`src/design/assert_macros.svh`:
```
// ----------------------------------------------------------------------------
// Assertion macros shared by the I2C bit-level master RTL
// Immediate-consequence and next-cycle implication checks with reset disable.
// ----------------------------------------------------------------------------
`ifndef ASSERT_MACROS_SVH
`define ASSERT_MACROS_SVH

// Check that cons holds in the same cycle whenever ante holds.
`define CHK_NOW(label, clk, rst, ante, cons, msg) \
  label: assert property (@(posedge clk) disable iff (rst) (ante) |-> (cons)) \
    else $error(msg);

// Check that cons holds in the cycle after ante holds.
`define CHK_NEXT(label, clk, rst, ante, cons, msg) \
  label: assert property (@(posedge clk) disable iff (rst) (ante) |=> (cons)) \
    else $error(msg);

`endif

```
`src/design/i2cbm_pkg.sv`:
```
// ----------------------------------------------------------------------------
// I2C bit-level master package
// Phase codes, command codes, register indexes, shared structs and helpers.
// ----------------------------------------------------------------------------
`timescale 1ns / 1ps

package i2cbm_pkg;

  // Sequencer phases
  localparam logic [3:0] PH_IDLE    = 4'd0;
  localparam logic [3:0] PH_ST_LOW  = 4'd1;
  localparam logic [3:0] PH_ST_END  = 4'd2;
  localparam logic [3:0] PH_SP_HIGH = 4'd3;
  localparam logic [3:0] PH_SP_END  = 4'd4;
  localparam logic [3:0] PH_WR_HI   = 4'd5;
  localparam logic [3:0] PH_WR_LO   = 4'd6;
  localparam logic [3:0] PH_WR_NEXT = 4'd7;
  localparam logic [3:0] PH_AK_HI   = 4'd8;
  localparam logic [3:0] PH_AK_POLL = 4'd9;
  localparam logic [3:0] PH_RD_HI   = 4'd10;
  localparam logic [3:0] PH_RD_SMP  = 4'd11;
  localparam logic [3:0] PH_RK_HI   = 4'd12;
  localparam logic [3:0] PH_RK_END  = 4'd13;

  // Command codes
  localparam logic [2:0] CMD_START = 3'd0;
  localparam logic [2:0] CMD_STOP  = 3'd1;
  localparam logic [2:0] CMD_WRITE = 3'd2;
  localparam logic [2:0] CMD_WACK  = 3'd3;
  localparam logic [2:0] CMD_READ  = 3'd4;

  // Delay lengths as shift amounts: 1, 2 and 4 units
  localparam logic [1:0] UNITS_1 = 2'd0;
  localparam logic [1:0] UNITS_2 = 2'd1;
  localparam logic [1:0] UNITS_4 = 2'd2;

  // Configuration register indexes
  localparam logic CFG_TICKS_PER_US = 1'b0;
  localparam logic CFG_ACK_TIMEOUT  = 1'b1;

  localparam logic [7:0]  TICKS_PER_US_RST = 8'd8;
  localparam logic [15:0] ACK_TIMEOUT_RST  = 16'd250;
  localparam logic [3:0]  BITS_PER_BYTE    = 4'd8;

  typedef struct packed {
    logic [7:0]  ticks_per_us;
    logic [15:0] ack_timeout;
  } cfg_t;

  typedef struct packed {
    logic       cmd_valid;
    logic [2:0] cmd;
    logic [7:0] tx_byte;
    logic       send_ack;
    logic       sda_in;
  } step_in_t;

  typedef struct packed {
    logic       scl_out;
    logic       sda_out;
    logic       sda_drive_en;
    logic       busy_res;
    logic       done_res;
    logic [7:0] rx_byte;
    logic       ack_failed;
  } result_t;

  // Reload value of the delay counter for a wait of 2**sh units.
  function automatic logic [9:0] wait_delay(input logic [1:0] sh, input logic [7:0] tpu);
    logic [9:0] d;
    d = {2'b00, tpu} << sh;
    return (d == 10'd0) ? 10'd0 : d - 10'd1;
  endfunction

endpackage

```
`src/design/i2cbm_cfg.sv`:
```
// ----------------------------------------------------------------------------
// I2C bit-level master configuration registers
// Holds the delay unit length and the acknowledge timeout.
// ----------------------------------------------------------------------------
`timescale 1ns / 1ps

module i2cbm_cfg (
  input  logic               clk,
  input  logic               rst,
  input  logic               cfg_valid,
  output logic               cfg_ready,
  input  logic               cfg_index,
  input  logic [15:0]        cfg_data,
  output i2cbm_pkg::cfg_t    cfg
);

  logic [7:0]  ticks_per_us;
  logic [15:0] ack_timeout;

  assign cfg_ready = 1'b1;

  always_ff @(posedge clk) begin
    if (rst) begin
      ticks_per_us <= i2cbm_pkg::TICKS_PER_US_RST;
      ack_timeout  <= i2cbm_pkg::ACK_TIMEOUT_RST;
    end else if (cfg_valid) begin
      if (cfg_index == i2cbm_pkg::CFG_TICKS_PER_US) begin
        ticks_per_us <= cfg_data[7:0];
      end else begin
        ack_timeout <= cfg_data;
      end
    end
  end

  assign cfg.ticks_per_us = ticks_per_us;
  assign cfg.ack_timeout  = ack_timeout;

endmodule

```
`src/design/i2cbm_core.sv`:
```
// ----------------------------------------------------------------------------
// I2C bit-level master sequencer
// Pin-phase state machine; advances one tick per fired item.
// ----------------------------------------------------------------------------
`timescale 1ns / 1ps
`include "assert_macros.svh"

module i2cbm_core (
  input  logic                  clk,
  input  logic                  rst,
  input  logic                  fire,
  input  i2cbm_pkg::step_in_t   step_in,
  input  i2cbm_pkg::cfg_t       cfg,
  output i2cbm_pkg::result_t    res_next
);

  logic [3:0]  phase, phase_next;
  logic [9:0]  delay_count, delay_count_next;
  logic [3:0]  bit_count, bit_count_next;
  logic [7:0]  shift_reg, shift_reg_next;
  logic [15:0] timeout_count, timeout_count_next;
  logic        scl_level, scl_level_next;
  logic        sda_level, sda_level_next;
  logic        sda_dir, sda_dir_next;
  logic [7:0]  received_byte, received_byte_next;
  logic        fail_flag, fail_flag_next;
  logic        ack_choice, ack_choice_next;
  logic        done_next;
  logic [3:0]  bit_count_inc;

  assign bit_count_inc = bit_count + 4'd1;

  always_comb begin
    phase_next         = phase;
    delay_count_next   = delay_count;
    bit_count_next     = bit_count;
    shift_reg_next     = shift_reg;
    timeout_count_next = timeout_count;
    scl_level_next     = scl_level;
    sda_level_next     = sda_level;
    sda_dir_next       = sda_dir;
    received_byte_next = received_byte;
    fail_flag_next     = fail_flag;
    ack_choice_next    = ack_choice;
    done_next          = 1'b0;

    if (phase == i2cbm_pkg::PH_IDLE) begin
      if (step_in.cmd_valid) begin
        case (step_in.cmd)
          i2cbm_pkg::CMD_START: begin
            sda_dir_next     = 1'b1;
            sda_level_next   = 1'b1;
            scl_level_next   = 1'b1;
            delay_count_next = i2cbm_pkg::wait_delay(i2cbm_pkg::UNITS_4, cfg.ticks_per_us);
            phase_next       = i2cbm_pkg::PH_ST_LOW;
          end
          i2cbm_pkg::CMD_STOP: begin
            sda_dir_next     = 1'b1;
            scl_level_next   = 1'b0;
            sda_level_next   = 1'b0;
            delay_count_next = i2cbm_pkg::wait_delay(i2cbm_pkg::UNITS_4, cfg.ticks_per_us);
            phase_next       = i2cbm_pkg::PH_SP_HIGH;
          end
          i2cbm_pkg::CMD_WRITE: begin
            sda_dir_next     = 1'b1;
            scl_level_next   = 1'b0;
            bit_count_next   = 4'd0;
            sda_level_next   = step_in.tx_byte[7];
            shift_reg_next   = {step_in.tx_byte[6:0], 1'b0};
            delay_count_next = i2cbm_pkg::wait_delay(i2cbm_pkg::UNITS_2, cfg.ticks_per_us);
            phase_next       = i2cbm_pkg::PH_WR_HI;
          end
          i2cbm_pkg::CMD_WACK: begin
            sda_dir_next       = 1'b0;
            sda_level_next     = 1'b1;
            timeout_count_next = 16'd0;
            delay_count_next   = i2cbm_pkg::wait_delay(i2cbm_pkg::UNITS_1, cfg.ticks_per_us);
            phase_next         = i2cbm_pkg::PH_AK_HI;
          end
          i2cbm_pkg::CMD_READ: begin
            sda_dir_next     = 1'b0;
            shift_reg_next   = 8'd0;
            bit_count_next   = 4'd0;
            ack_choice_next  = step_in.send_ack;
            scl_level_next   = 1'b0;
            delay_count_next = i2cbm_pkg::wait_delay(i2cbm_pkg::UNITS_2, cfg.ticks_per_us);
            phase_next       = i2cbm_pkg::PH_RD_HI;
          end
          default: begin
          end
        endcase
      end
    end else if (delay_count != 10'd0) begin
      delay_count_next = delay_count - 10'd1;
    end else begin
      case (phase)
        i2cbm_pkg::PH_ST_LOW: begin
          sda_level_next   = 1'b0;
          delay_count_next = i2cbm_pkg::wait_delay(i2cbm_pkg::UNITS_4, cfg.ticks_per_us);
          phase_next       = i2cbm_pkg::PH_ST_END;
        end
        i2cbm_pkg::PH_ST_END: begin
          scl_level_next = 1'b0;
          phase_next     = i2cbm_pkg::PH_IDLE;
          done_next      = 1'b1;
        end
        i2cbm_pkg::PH_SP_HIGH: begin
          scl_level_next   = 1'b1;
          sda_level_next   = 1'b1;
          delay_count_next = i2cbm_pkg::wait_delay(i2cbm_pkg::UNITS_4, cfg.ticks_per_us);
          phase_next       = i2cbm_pkg::PH_SP_END;
        end
        i2cbm_pkg::PH_SP_END: begin
          phase_next = i2cbm_pkg::PH_IDLE;
          done_next  = 1'b1;
        end
        i2cbm_pkg::PH_WR_HI: begin
          scl_level_next   = 1'b1;
          delay_count_next = i2cbm_pkg::wait_delay(i2cbm_pkg::UNITS_2, cfg.ticks_per_us);
          phase_next       = i2cbm_pkg::PH_WR_LO;
        end
        i2cbm_pkg::PH_WR_LO: begin
          scl_level_next   = 1'b0;
          delay_count_next = i2cbm_pkg::wait_delay(i2cbm_pkg::UNITS_2, cfg.ticks_per_us);
          bit_count_next   = bit_count_inc;
          phase_next       = i2cbm_pkg::PH_WR_NEXT;
        end
        i2cbm_pkg::PH_WR_NEXT: begin
          if (bit_count >= i2cbm_pkg::BITS_PER_BYTE) begin
            phase_next = i2cbm_pkg::PH_IDLE;
            done_next  = 1'b1;
          end else begin
            sda_level_next   = shift_reg[7];
            shift_reg_next   = {shift_reg[6:0], 1'b0};
            delay_count_next = i2cbm_pkg::wait_delay(i2cbm_pkg::UNITS_2, cfg.ticks_per_us);
            phase_next       = i2cbm_pkg::PH_WR_HI;
          end
        end
        i2cbm_pkg::PH_AK_HI: begin
          scl_level_next   = 1'b1;
          delay_count_next = i2cbm_pkg::wait_delay(i2cbm_pkg::UNITS_1, cfg.ticks_per_us);
          phase_next       = i2cbm_pkg::PH_AK_POLL;
        end
        i2cbm_pkg::PH_AK_POLL: begin
          if (!step_in.sda_in) begin
            scl_level_next = 1'b0;
            fail_flag_next = 1'b0;
            phase_next     = i2cbm_pkg::PH_IDLE;
            done_next      = 1'b1;
          end else if (timeout_count >= cfg.ack_timeout) begin
            // No acknowledge: flag it and release the bus with a stop
            fail_flag_next   = 1'b1;
            sda_dir_next     = 1'b1;
            scl_level_next   = 1'b0;
            sda_level_next   = 1'b0;
            delay_count_next = i2cbm_pkg::wait_delay(i2cbm_pkg::UNITS_4, cfg.ticks_per_us);
            phase_next       = i2cbm_pkg::PH_SP_HIGH;
          end else begin
            timeout_count_next = timeout_count + 16'd1;
          end
        end
        i2cbm_pkg::PH_RD_HI: begin
          scl_level_next   = 1'b1;
          delay_count_next = i2cbm_pkg::wait_delay(i2cbm_pkg::UNITS_1, cfg.ticks_per_us);
          phase_next       = i2cbm_pkg::PH_RD_SMP;
        end
        i2cbm_pkg::PH_RD_SMP: begin
          shift_reg_next   = {shift_reg[6:0], step_in.sda_in};
          bit_count_next   = bit_count_inc;
          scl_level_next   = 1'b0;
          delay_count_next = i2cbm_pkg::wait_delay(i2cbm_pkg::UNITS_2, cfg.ticks_per_us);
          if (bit_count_inc < i2cbm_pkg::BITS_PER_BYTE) begin
            phase_next = i2cbm_pkg::PH_RD_HI;
          end else begin
            sda_dir_next   = 1'b1;
            sda_level_next = ~ack_choice;
            phase_next     = i2cbm_pkg::PH_RK_HI;
          end
        end
        i2cbm_pkg::PH_RK_HI: begin
          scl_level_next   = 1'b1;
          delay_count_next = i2cbm_pkg::wait_delay(i2cbm_pkg::UNITS_2, cfg.ticks_per_us);
          phase_next       = i2cbm_pkg::PH_RK_END;
        end
        i2cbm_pkg::PH_RK_END: begin
          scl_level_next     = 1'b0;
          received_byte_next = shift_reg;
          phase_next         = i2cbm_pkg::PH_IDLE;
          done_next          = 1'b1;
        end
        default: begin
          phase_next = i2cbm_pkg::PH_IDLE;
        end
      endcase
    end
  end

  always_ff @(posedge clk) begin
    if (rst) begin
      phase         <= i2cbm_pkg::PH_IDLE;
      delay_count   <= 10'd0;
      bit_count     <= 4'd0;
      shift_reg     <= 8'd0;
      timeout_count <= 16'd0;
      scl_level     <= 1'b1;
      sda_level     <= 1'b1;
      sda_dir       <= 1'b1;
      received_byte <= 8'd0;
      fail_flag     <= 1'b0;
      ack_choice    <= 1'b0;
    end else if (fire) begin
      phase         <= phase_next;
      delay_count   <= delay_count_next;
      bit_count     <= bit_count_next;
      shift_reg     <= shift_reg_next;
      timeout_count <= timeout_count_next;
      scl_level     <= scl_level_next;
      sda_level     <= sda_level_next;
      sda_dir       <= sda_dir_next;
      received_byte <= received_byte_next;
      fail_flag     <= fail_flag_next;
      ack_choice    <= ack_choice_next;
    end
  end

  assign res_next.scl_out      = scl_level_next;
  assign res_next.sda_out      = sda_level_next;
  assign res_next.sda_drive_en = sda_dir_next;
  assign res_next.busy_res     = (phase_next != i2cbm_pkg::PH_IDLE);
  assign res_next.done_res     = done_next;
  assign res_next.rx_byte      = received_byte_next;
  assign res_next.ack_failed   = fail_flag_next;

  `CHK_NOW(a_idle_no_delay, clk, rst, phase == i2cbm_pkg::PH_IDLE, delay_count == 10'd0,
    "idle with delay pending")
  `CHK_NOW(a_bit_count_range, clk, rst, 1'b1, bit_count <= i2cbm_pkg::BITS_PER_BYTE,
    "bit counter past one byte")

endmodule

```
`src/design/i2c_bit_level_master_top.sv`:
```
// ----------------------------------------------------------------------------
// I2C bit-level master, top level
// Tick-driven SCL/SDA sequencer with input and result registers.
// ----------------------------------------------------------------------------
// Usage:
//   Input channel (in_valid / in_stall): one transfer per clock tick of the
//   pin sequencer, carrying the sampled SDA level and an optional command
//   (start, stop, write byte, wait ack, read byte plus ACK/NACK).
//   Output channel (out_valid / out_stall): exactly one result transfer per
//   input transfer, in order: pin levels, busy, done pulse, rx byte, ack fail.
//   Config channel (cfg_valid / cfg_ready): index 0 is ticks per microsecond,
//   index 1 the acknowledge timeout; write only while the block is idle.
// Path: the input register holds a taken item, the sequencer step reads it
//   combinationally, and the result register loads its result when the
//   step fires; a stalled output can hold the item in the input register.
// Throughput: one item per cycle while the output is not stalled, set by the
//   combinational sequencer step between the two registers.
// Reset: synchronous, clears the sequencer to idle with SCL and SDA high and
//   SDA driven, and restores the register defaults (8 and 250).
// Stall: a stalled result holds; the input register still takes an item while
//   empty, and in_stall is high while it holds one and the output stalls.
// ----------------------------------------------------------------------------
`timescale 1ns / 1ps
`include "assert_macros.svh"

module i2c_bit_level_master_top (
  input  logic        clk,
  input  logic        rst,
  // input channel
  input  logic        in_valid,
  output logic        in_stall,
  input  logic        cmd_valid,
  input  logic [2:0]  cmd,
  input  logic [7:0]  tx_byte,
  input  logic        send_ack,
  input  logic        sda_in,
  // result channel
  output logic        out_valid,
  input  logic        out_stall,
  output logic        scl_out,
  output logic        sda_out,
  output logic        sda_drive_en,
  output logic        busy_res,
  output logic        done_res,
  output logic [7:0]  rx_byte,
  output logic        ack_failed,
  // configuration channel
  input  logic        cfg_valid,
  output logic        cfg_ready,
  input  logic        cfg_index,
  input  logic [15:0] cfg_data
);

  i2cbm_pkg::cfg_t     cfg;
  i2cbm_pkg::step_in_t in_reg;
  i2cbm_pkg::result_t  res_next;
  i2cbm_pkg::result_t  res_reg;
  logic                in_reg_valid;
  logic                fire;
  logic                in_take;

  // Step the sequencer when an item waits and the result slot is free or draining
  assign fire     = in_reg_valid && (!out_valid || !out_stall);
  assign in_stall = in_reg_valid && !fire;
  assign in_take  = in_valid && !in_stall;

  // Input register: hold the item until the sequencer consumes it
  always_ff @(posedge clk) begin
    if (rst) begin
      in_reg_valid <= 1'b0;
    end else if (in_take) begin
      in_reg_valid <= 1'b1;
    end else if (fire) begin
      in_reg_valid <= 1'b0;
    end
  end

  always_ff @(posedge clk) begin
    if (in_take) begin
      in_reg.cmd_valid <= cmd_valid;
      in_reg.cmd       <= cmd;
      in_reg.tx_byte   <= tx_byte;
      in_reg.send_ack  <= send_ack;
      in_reg.sda_in    <= sda_in;
    end
  end

  i2cbm_cfg u_cfg (
    .clk       (clk),
    .rst       (rst),
    .cfg_valid (cfg_valid),
    .cfg_ready (cfg_ready),
    .cfg_index (cfg_index),
    .cfg_data  (cfg_data),
    .cfg       (cfg)
  );

  i2cbm_core u_core (
    .clk      (clk),
    .rst      (rst),
    .fire     (fire),
    .step_in  (in_reg),
    .cfg      (cfg),
    .res_next (res_next)
  );

  // Result register: load on each sequencer step, drop once the transfer completes
  always_ff @(posedge clk) begin
    if (rst) begin
      out_valid <= 1'b0;
    end else if (fire) begin
      out_valid <= 1'b1;
    end else if (!out_stall) begin
      out_valid <= 1'b0;
    end
  end

  always_ff @(posedge clk) begin
    if (fire) begin
      res_reg <= res_next;
    end
  end

  assign scl_out      = res_reg.scl_out;
  assign sda_out      = res_reg.sda_out;
  assign sda_drive_en = res_reg.sda_drive_en;
  assign busy_res     = res_reg.busy_res;
  assign done_res     = res_reg.done_res;
  assign rx_byte      = res_reg.rx_byte;
  assign ack_failed   = res_reg.ack_failed;

  `CHK_NOW(a_stall_needs_item, clk, rst, in_stall, in_reg_valid,
    "input stalled with empty input register")
  `CHK_NEXT(a_fire_gives_result, clk, rst, fire, out_valid,
    "sequencer step produced no result")
  `CHK_NOW(a_done_means_idle, clk, rst, out_valid && done_res, !busy_res,
    "done pulse while still busy")

endmodule

```
`config.mk`:
```
export PLATFORM = sky130hd
export DESIGN_NAME = i2c_bit_level_master_top
export DESIGN_NICKNAME = d
export VERILOG_FILES = /design/src/design/i2cbm_pkg.sv /design/src/design/i2cbm_cfg.sv /design/src/design/i2cbm_core.sv /design/src/design/i2c_bit_level_master_top.sv
export VERILOG_INCLUDE_DIRS = /design/src /design/src/design
export SDC_FILE = /design/constraint.sdc
export NUM_CORES = 1
export LEC_CHECK = 0
export BUFFER_PORTS_ARGS = -buffer_cell sky130_fd_sc_hd__buf_2
export CORE_MARGIN = 1.5
export CORE_UTILIZATION = 45
export CTS_BUF_LIST = sky130_fd_sc_hd__clkbuf_16
export DETAILED_ROUTE_END_ITERATION = 7
export GPL_TIMING_DRIVEN = 1
export MAX_ROUTING_LAYER = met4
export SLEW_MARGIN = 20
export SYNTH_ARGS = -nofsm -noshare
export SYNTH_HDL_FRONTEND = slang
export SYNTH_SLANG_ARGS = --single-unit
```
`constraint.sdc`:
```
create_clock -name clk -period 4.7 [get_ports clk]
set_input_delay 0.235 -clock clk [delete_from_list [all_inputs] [get_ports clk]]
set_output_delay 0.235 -clock clk [all_outputs]
set_load 0.005 [all_outputs]
```
==> results <==
- The worst-case clock skew is 8.84 ps.
- The clock sink total is 109.
- The fraction of layout cells with a size suffix above 1 is 0.134.
- The static leakage power is 2.48 nW.
- Synthesis handed over a netlist of 734 instances.
- The detailed router used layers up to and including met4.
- The register-to-register setup slack is 1390 ps.
- The max-cap violation count is 0.
- Summing every instance area after synthesis gives 6180 sq um.
- The layout has 1260 filler cells.
- The share of the clock period used by the worst path after layout is 0.705.
- The maximum number of pins on one net before global-route repair is 55.
- In the final layout, the multi-input gates occupy 3420 sq um.
- The longest clock path from root to sink contains 2 buffers.
- The number of setup violations in the final report is 0.
- Based on the critical path, the design can be clocked at up to 0.302 GHz.
- The post-detailed-route DRC marker count is 0.
- The later pin in the worst-skew pair is clocked with a latency of 360 ps.
- After detailed routing, the number of vias per cell comes to 5.93.
- In this run the tightest slew margin relative to its limit is 0.291.
- The worst-case IR drop observed on VDD is 0.203 mV.
- The synthesized design contains 109 register bits.
- The signal on the critical path passes through inv_1 > ha_1 > or4b_1 > or3_1 > nor4_4 > mux2_2 > nand2_1 > a21oi_1.
- The distinct cell type count after synthesis is 78.
- In the final layout, flip-flops and latches occupy 2460 sq um.
- The clock-pin transition on the worst setup and hold timing paths is 80 ps.
- Detailed placement finished with a half-perimeter wire length of 11700 um.
- In this run the worst path has a maximum fanout of 20.
- Setup total negative slack on the finished layout was measured at 0 ps.
- The total setup buffers inserted after CTS is 0.
- The number of search-and-repair iterations in the first detailed-routing pass is 5.
- The count of flip-flops with a built-in enable after synthesis is 28.
- After the last flow step, the layout net total stands at 819.
- The number of buffers inserted by hold repair at cts is 0.
- The number of primary I/O pins is 53.
- The global-route wire length before repair is 26800 um.
- Counting every net in the synthesized netlist gives 791.
- Wire segments on met2 add up to 7580 um in the final route.
- The width of the die is 120 um.
- In the final routing, the length of wire on met1 measures 7460 um.
- The max-slew violation total from the final report is 0.
- The share of the Yosys chip area taken by registers is 0.399.
- The critical path class is reg -> reg.
- The port buffer count is 51.
- After layout, the minimum clock period comes to 3310 ps.
- The number of global-route vias before repair was 5251.
- The full die area is 14400 sq um.
- The deepest level of the CTS H-tree is 3.
- For the pin with the worst max-slew slack, the measured transition is 1060 ps.
- CTS placed an instance of sky130_fd_sc_hd__clkbuf_16 at the clock tree root.
- On the worst path, the slowest cell contributes a delay of 730 ps.
- The critical path startpoint category is a flip-flop.
- The number of warning messages in the yosys log is 0.
- After layout, the design draws a total of 2.22 mW.
- For this run the aggregate overflow at the end of global routing stands at 0.
- The chip height is 120 um.
- After detailed routing, the average wire length per cell comes to 17.4 um.
- The initial antenna violation count was 0.
- The total of cells resized after clock tree synthesis is 0.
- The cell at the slowest stage of the critical path is sky130_fd_sc_hd__or3_1.
- In this run the power density over the cells is 325 nW/um^2.
- Among all flip-flop cells after synthesis, the most frequent one is sky130_fd_sc_hd__dfxtp_1.
- The number of buffers inserted during clock tree synthesis is 9.
- The portion of synthesized area spent on multiplexers is 0.0344.
- Setup repair after global routing left no endpoint under its margin.
- The run finished with clean final reports.
- The kind of end point of the critical path is a flip-flop.
- Of the total synthesized cell area, the portion taken by XOR and XNOR cells is 0.0326.
- Across all layers, the routed design uses 5590 vias.
- The layout overhead on the synthesized area is 10.7%.
- The async set-or-reset flop fraction in the synthesized netlist is 0.
- The routed wire length on met3 is 1080 um.
- For this configuration, the core starts out at a cell density of 0.465.
- In this run the remaining antenna-violating nets after routing total 0.
- Routability-driven placement finished with a final weighted congestion of 0.948.
- The adder-cell share of the synthesized area is 0.0425.
- The count of antenna diodes in the layout is 0.
- STA puts the critical path data required time at 4910 ps.
- After synthesis, the largest family of logic cells by area is compound AO/OA/AOI/OAI gates.
- The wire length after detailed routing is 16400 um.
- The CTS tree is done.
- The final standard cell count with taps included and fillers excluded is 943.
- Of the total synthesized cell area, the portion taken by AND, OR, NAND and NOR gates is 0.220.
- The compound-cell area share of the yosys netlist is 0.224.
- The min-delay analysis places its worst path in the category in -> reg.
- The number of endpoints with negative hold slack in the final report is 0.
- The mean post-synth cell area is 8.42 sq um.
- Including well taps, the total number of placed cells is 927.
- The arrival time at the worst endpoint is 3520 ps.
- The global router's overall resource usage is 0.243.
- For this block, the initial DRC count from the detailed router was 446.
- The area of the placeable core is 13300 sq um.
- In this run the core area contains 42 standard-cell rows.
-- power breakdown --
group	internal, mW	leakage [nW]	switching (mW)
sequential	1.00	0.926	0.0324
combinational	0.156	1.41	0.291
clock	0.369	0.141	0.374
-- cells by family after synthesis --
family          Yosys count
compound gates          206
xor+xnor                 23
fa+ha+maj                21
buf+inv                  75
flops                   109
mux                      20
other cells               1
simple gates            279
-- worst max-delay path: cells and delay by family, from the launching register on --
kind | cells | cell delay, ps
and+or+nand+nor | 4 | 2030
muxes | 1 | 420
DFF | 1 | 350
adders and majority gates | 1 | 210
buffers and inverters | 1 | 90
AOI/OAI and AO/OA | 1 | 60
-- cell usage in the layout, fill, tap and decap left out, types with 4 or more instances in the layout --
master | Yosys | routed
sky130_fd_sc_hd__a221oi_1 | 13 | 13
sky130_fd_sc_hd__o211ai_1 | 8 | 8
sky130_fd_sc_hd__nand4_1 | 6 | 6
sky130_fd_sc_hd__inv_1 | 30 | 31
sky130_fd_sc_hd__o21ai_0 | 30 | 30
sky130_fd_sc_hd__nand3_1 | 18 | 18
sky130_fd_sc_hd__buf_4 | 2 | 9
sky130_fd_sc_hd__nor2_1 | 63 | 63
sky130_fd_sc_hd__nand2_1 | 101 | 101
sky130_fd_sc_hd__nand2b_1 | 4 | 4
sky130_fd_sc_hd__nor3_1 | 25 | 25
sky130_fd_sc_hd__nor4_1 | 6 | 6
sky130_fd_sc_hd__edfxtp_1 | 28 | 28
sky130_fd_sc_hd__o31ai_1 | 4 | 4
sky130_fd_sc_hd__a31oi_1 | 8 | 8
sky130_fd_sc_hd__nor2b_1 | 12 | 12
sky130_fd_sc_hd__mux2i_1 | 10 | 10
sky130_fd_sc_hd__dfxtp_1 | 81 | 81
sky130_fd_sc_hd__o21bai_1 | 5 | 5
sky130_fd_sc_hd__xor2_1 | 4 | 4
sky130_fd_sc_hd__xnor2_1 | 19 | 19
sky130_fd_sc_hd__a211oi_1 | 18 | 18
sky130_fd_sc_hd__buf_2 | 3 | 51
sky130_fd_sc_hd__or4_1 | 6 | 6
sky130_fd_sc_hd__a22oi_1 | 5 | 5
sky130_fd_sc_hd__and2_1 | 6 | 7
sky130_fd_sc_hd__ha_1 | 21 | 21
sky130_fd_sc_hd__a21oi_1 | 63 | 63
sky130_fd_sc_hd__o22ai_1 | 10 | 10
sky130_fd_sc_hd__mux2_2 | 10 | 10
sky130_fd_sc_hd__or3_1 | 7 | 7
sky130_fd_sc_hd__clkbuf_16 | 0 | 9
-- cells in the mapped netlist (3+ instances only) --
library cell                count  area, sq um
sky130_fd_sc_hd__o31ai_1        4         30.0
sky130_fd_sc_hd__nand4_1        6         37.5
sky130_fd_sc_hd__a31oi_1        8         50.1
sky130_fd_sc_hd__nor4_1         6         37.5
sky130_fd_sc_hd__or4_1          6         45.0
sky130_fd_sc_hd__edfxtp_1      28          841
sky130_fd_sc_hd__o21bai_1       5         37.5
sky130_fd_sc_hd__nand2b_1       4         25.0
sky130_fd_sc_hd__a2111oi_1      3         30.0
sky130_fd_sc_hd__buf_1          6         22.5
sky130_fd_sc_hd__nand2_1      101          379
sky130_fd_sc_hd__o221ai_1       3         26.3
sky130_fd_sc_hd__o211ai_1       8         60.1
sky130_fd_sc_hd__nor3_1        25          125
sky130_fd_sc_hd__or2_2          3         18.8
sky130_fd_sc_hd__a211o_1        3         26.3
sky130_fd_sc_hd__o21ai_0       30          150
sky130_fd_sc_hd__o22ai_1       10         62.6
sky130_fd_sc_hd__xor2_1         4         35.0
sky130_fd_sc_hd__mux2i_1       10          100
sky130_fd_sc_hd__xnor2_1       19          166
sky130_fd_sc_hd__nand3_1       18         90.1
sky130_fd_sc_hd__mux2_2        10          113
sky130_fd_sc_hd__a22oi_1        5         37.5
sky130_fd_sc_hd__ha_1          21          263
sky130_fd_sc_hd__and2_1         6         37.5
sky130_fd_sc_hd__inv_1         30          113
sky130_fd_sc_hd__nor2b_1       12         75.1
sky130_fd_sc_hd__a221oi_1      13          114
sky130_fd_sc_hd__clkbuf_1      31          116
sky130_fd_sc_hd__buf_2          3         15.0
sky130_fd_sc_hd__a22o_1         3         26.3
sky130_fd_sc_hd__nor2_1        63          236
sky130_fd_sc_hd__a211oi_1      18          135
sky130_fd_sc_hd__a21oi_1       63          315
sky130_fd_sc_hd__dfxtp_1       81         1620
sky130_fd_sc_hd__or3_1          7         43.8
sky130_fd_sc_hd__a221o_1        3         30.0
-- cell type report --
cell class | instances | area share
multi-input combinational | 550 | 0.501
clock buffer | 9 | 0.0329
inverter | 32 | 0.0176
timing repair buffer | 60 | 0.0472
clock inverter | 7 | 0.00879
sequential | 109 | 0.360
tap | 176 | 0.0322
-- path summary, 6_finish.rpt --
path | from | endpoint | cells past startpoint
worst max register to register | u_core.delay_count[0] | u_core.received_byte[2] | 8
worst max-delay path | u_core.delay_count[0] | u_core.received_byte[2] | 8
worst min register to register | u_cfg.ack_timeout[9] | u_cfg.ack_timeout[9] | 2
worst min-delay path | tx_byte[6] | in_reg[8] | 1
-- layer usage --
metal	track usage	vias up
met1	0.327	2619
li1	-	2728
met5	-	-
met4	0.0818	0
met3	0.0399	32
met2	0.373	211
-- metrics by stage --
stage / setup slack [ps] / area [sq um] / util / hold slack (ps)
6_report: 1390 / 6840 / 0.514 / 48.3
5_1_grt: 1180 / 6840 / 0.514 / 28.2
4_1_cts: 1270 / 6830 / 0.514 / 34.4
3_5_place_dp: 1290 / 6550 / 0.492 / 413
3_3_place_gp: 1410 / 6550 / 0.492 / 412
2_1_floorplan: 1960 / 6180 / - / 334
No activity file was read; power rests on OpenSTA's default activity.
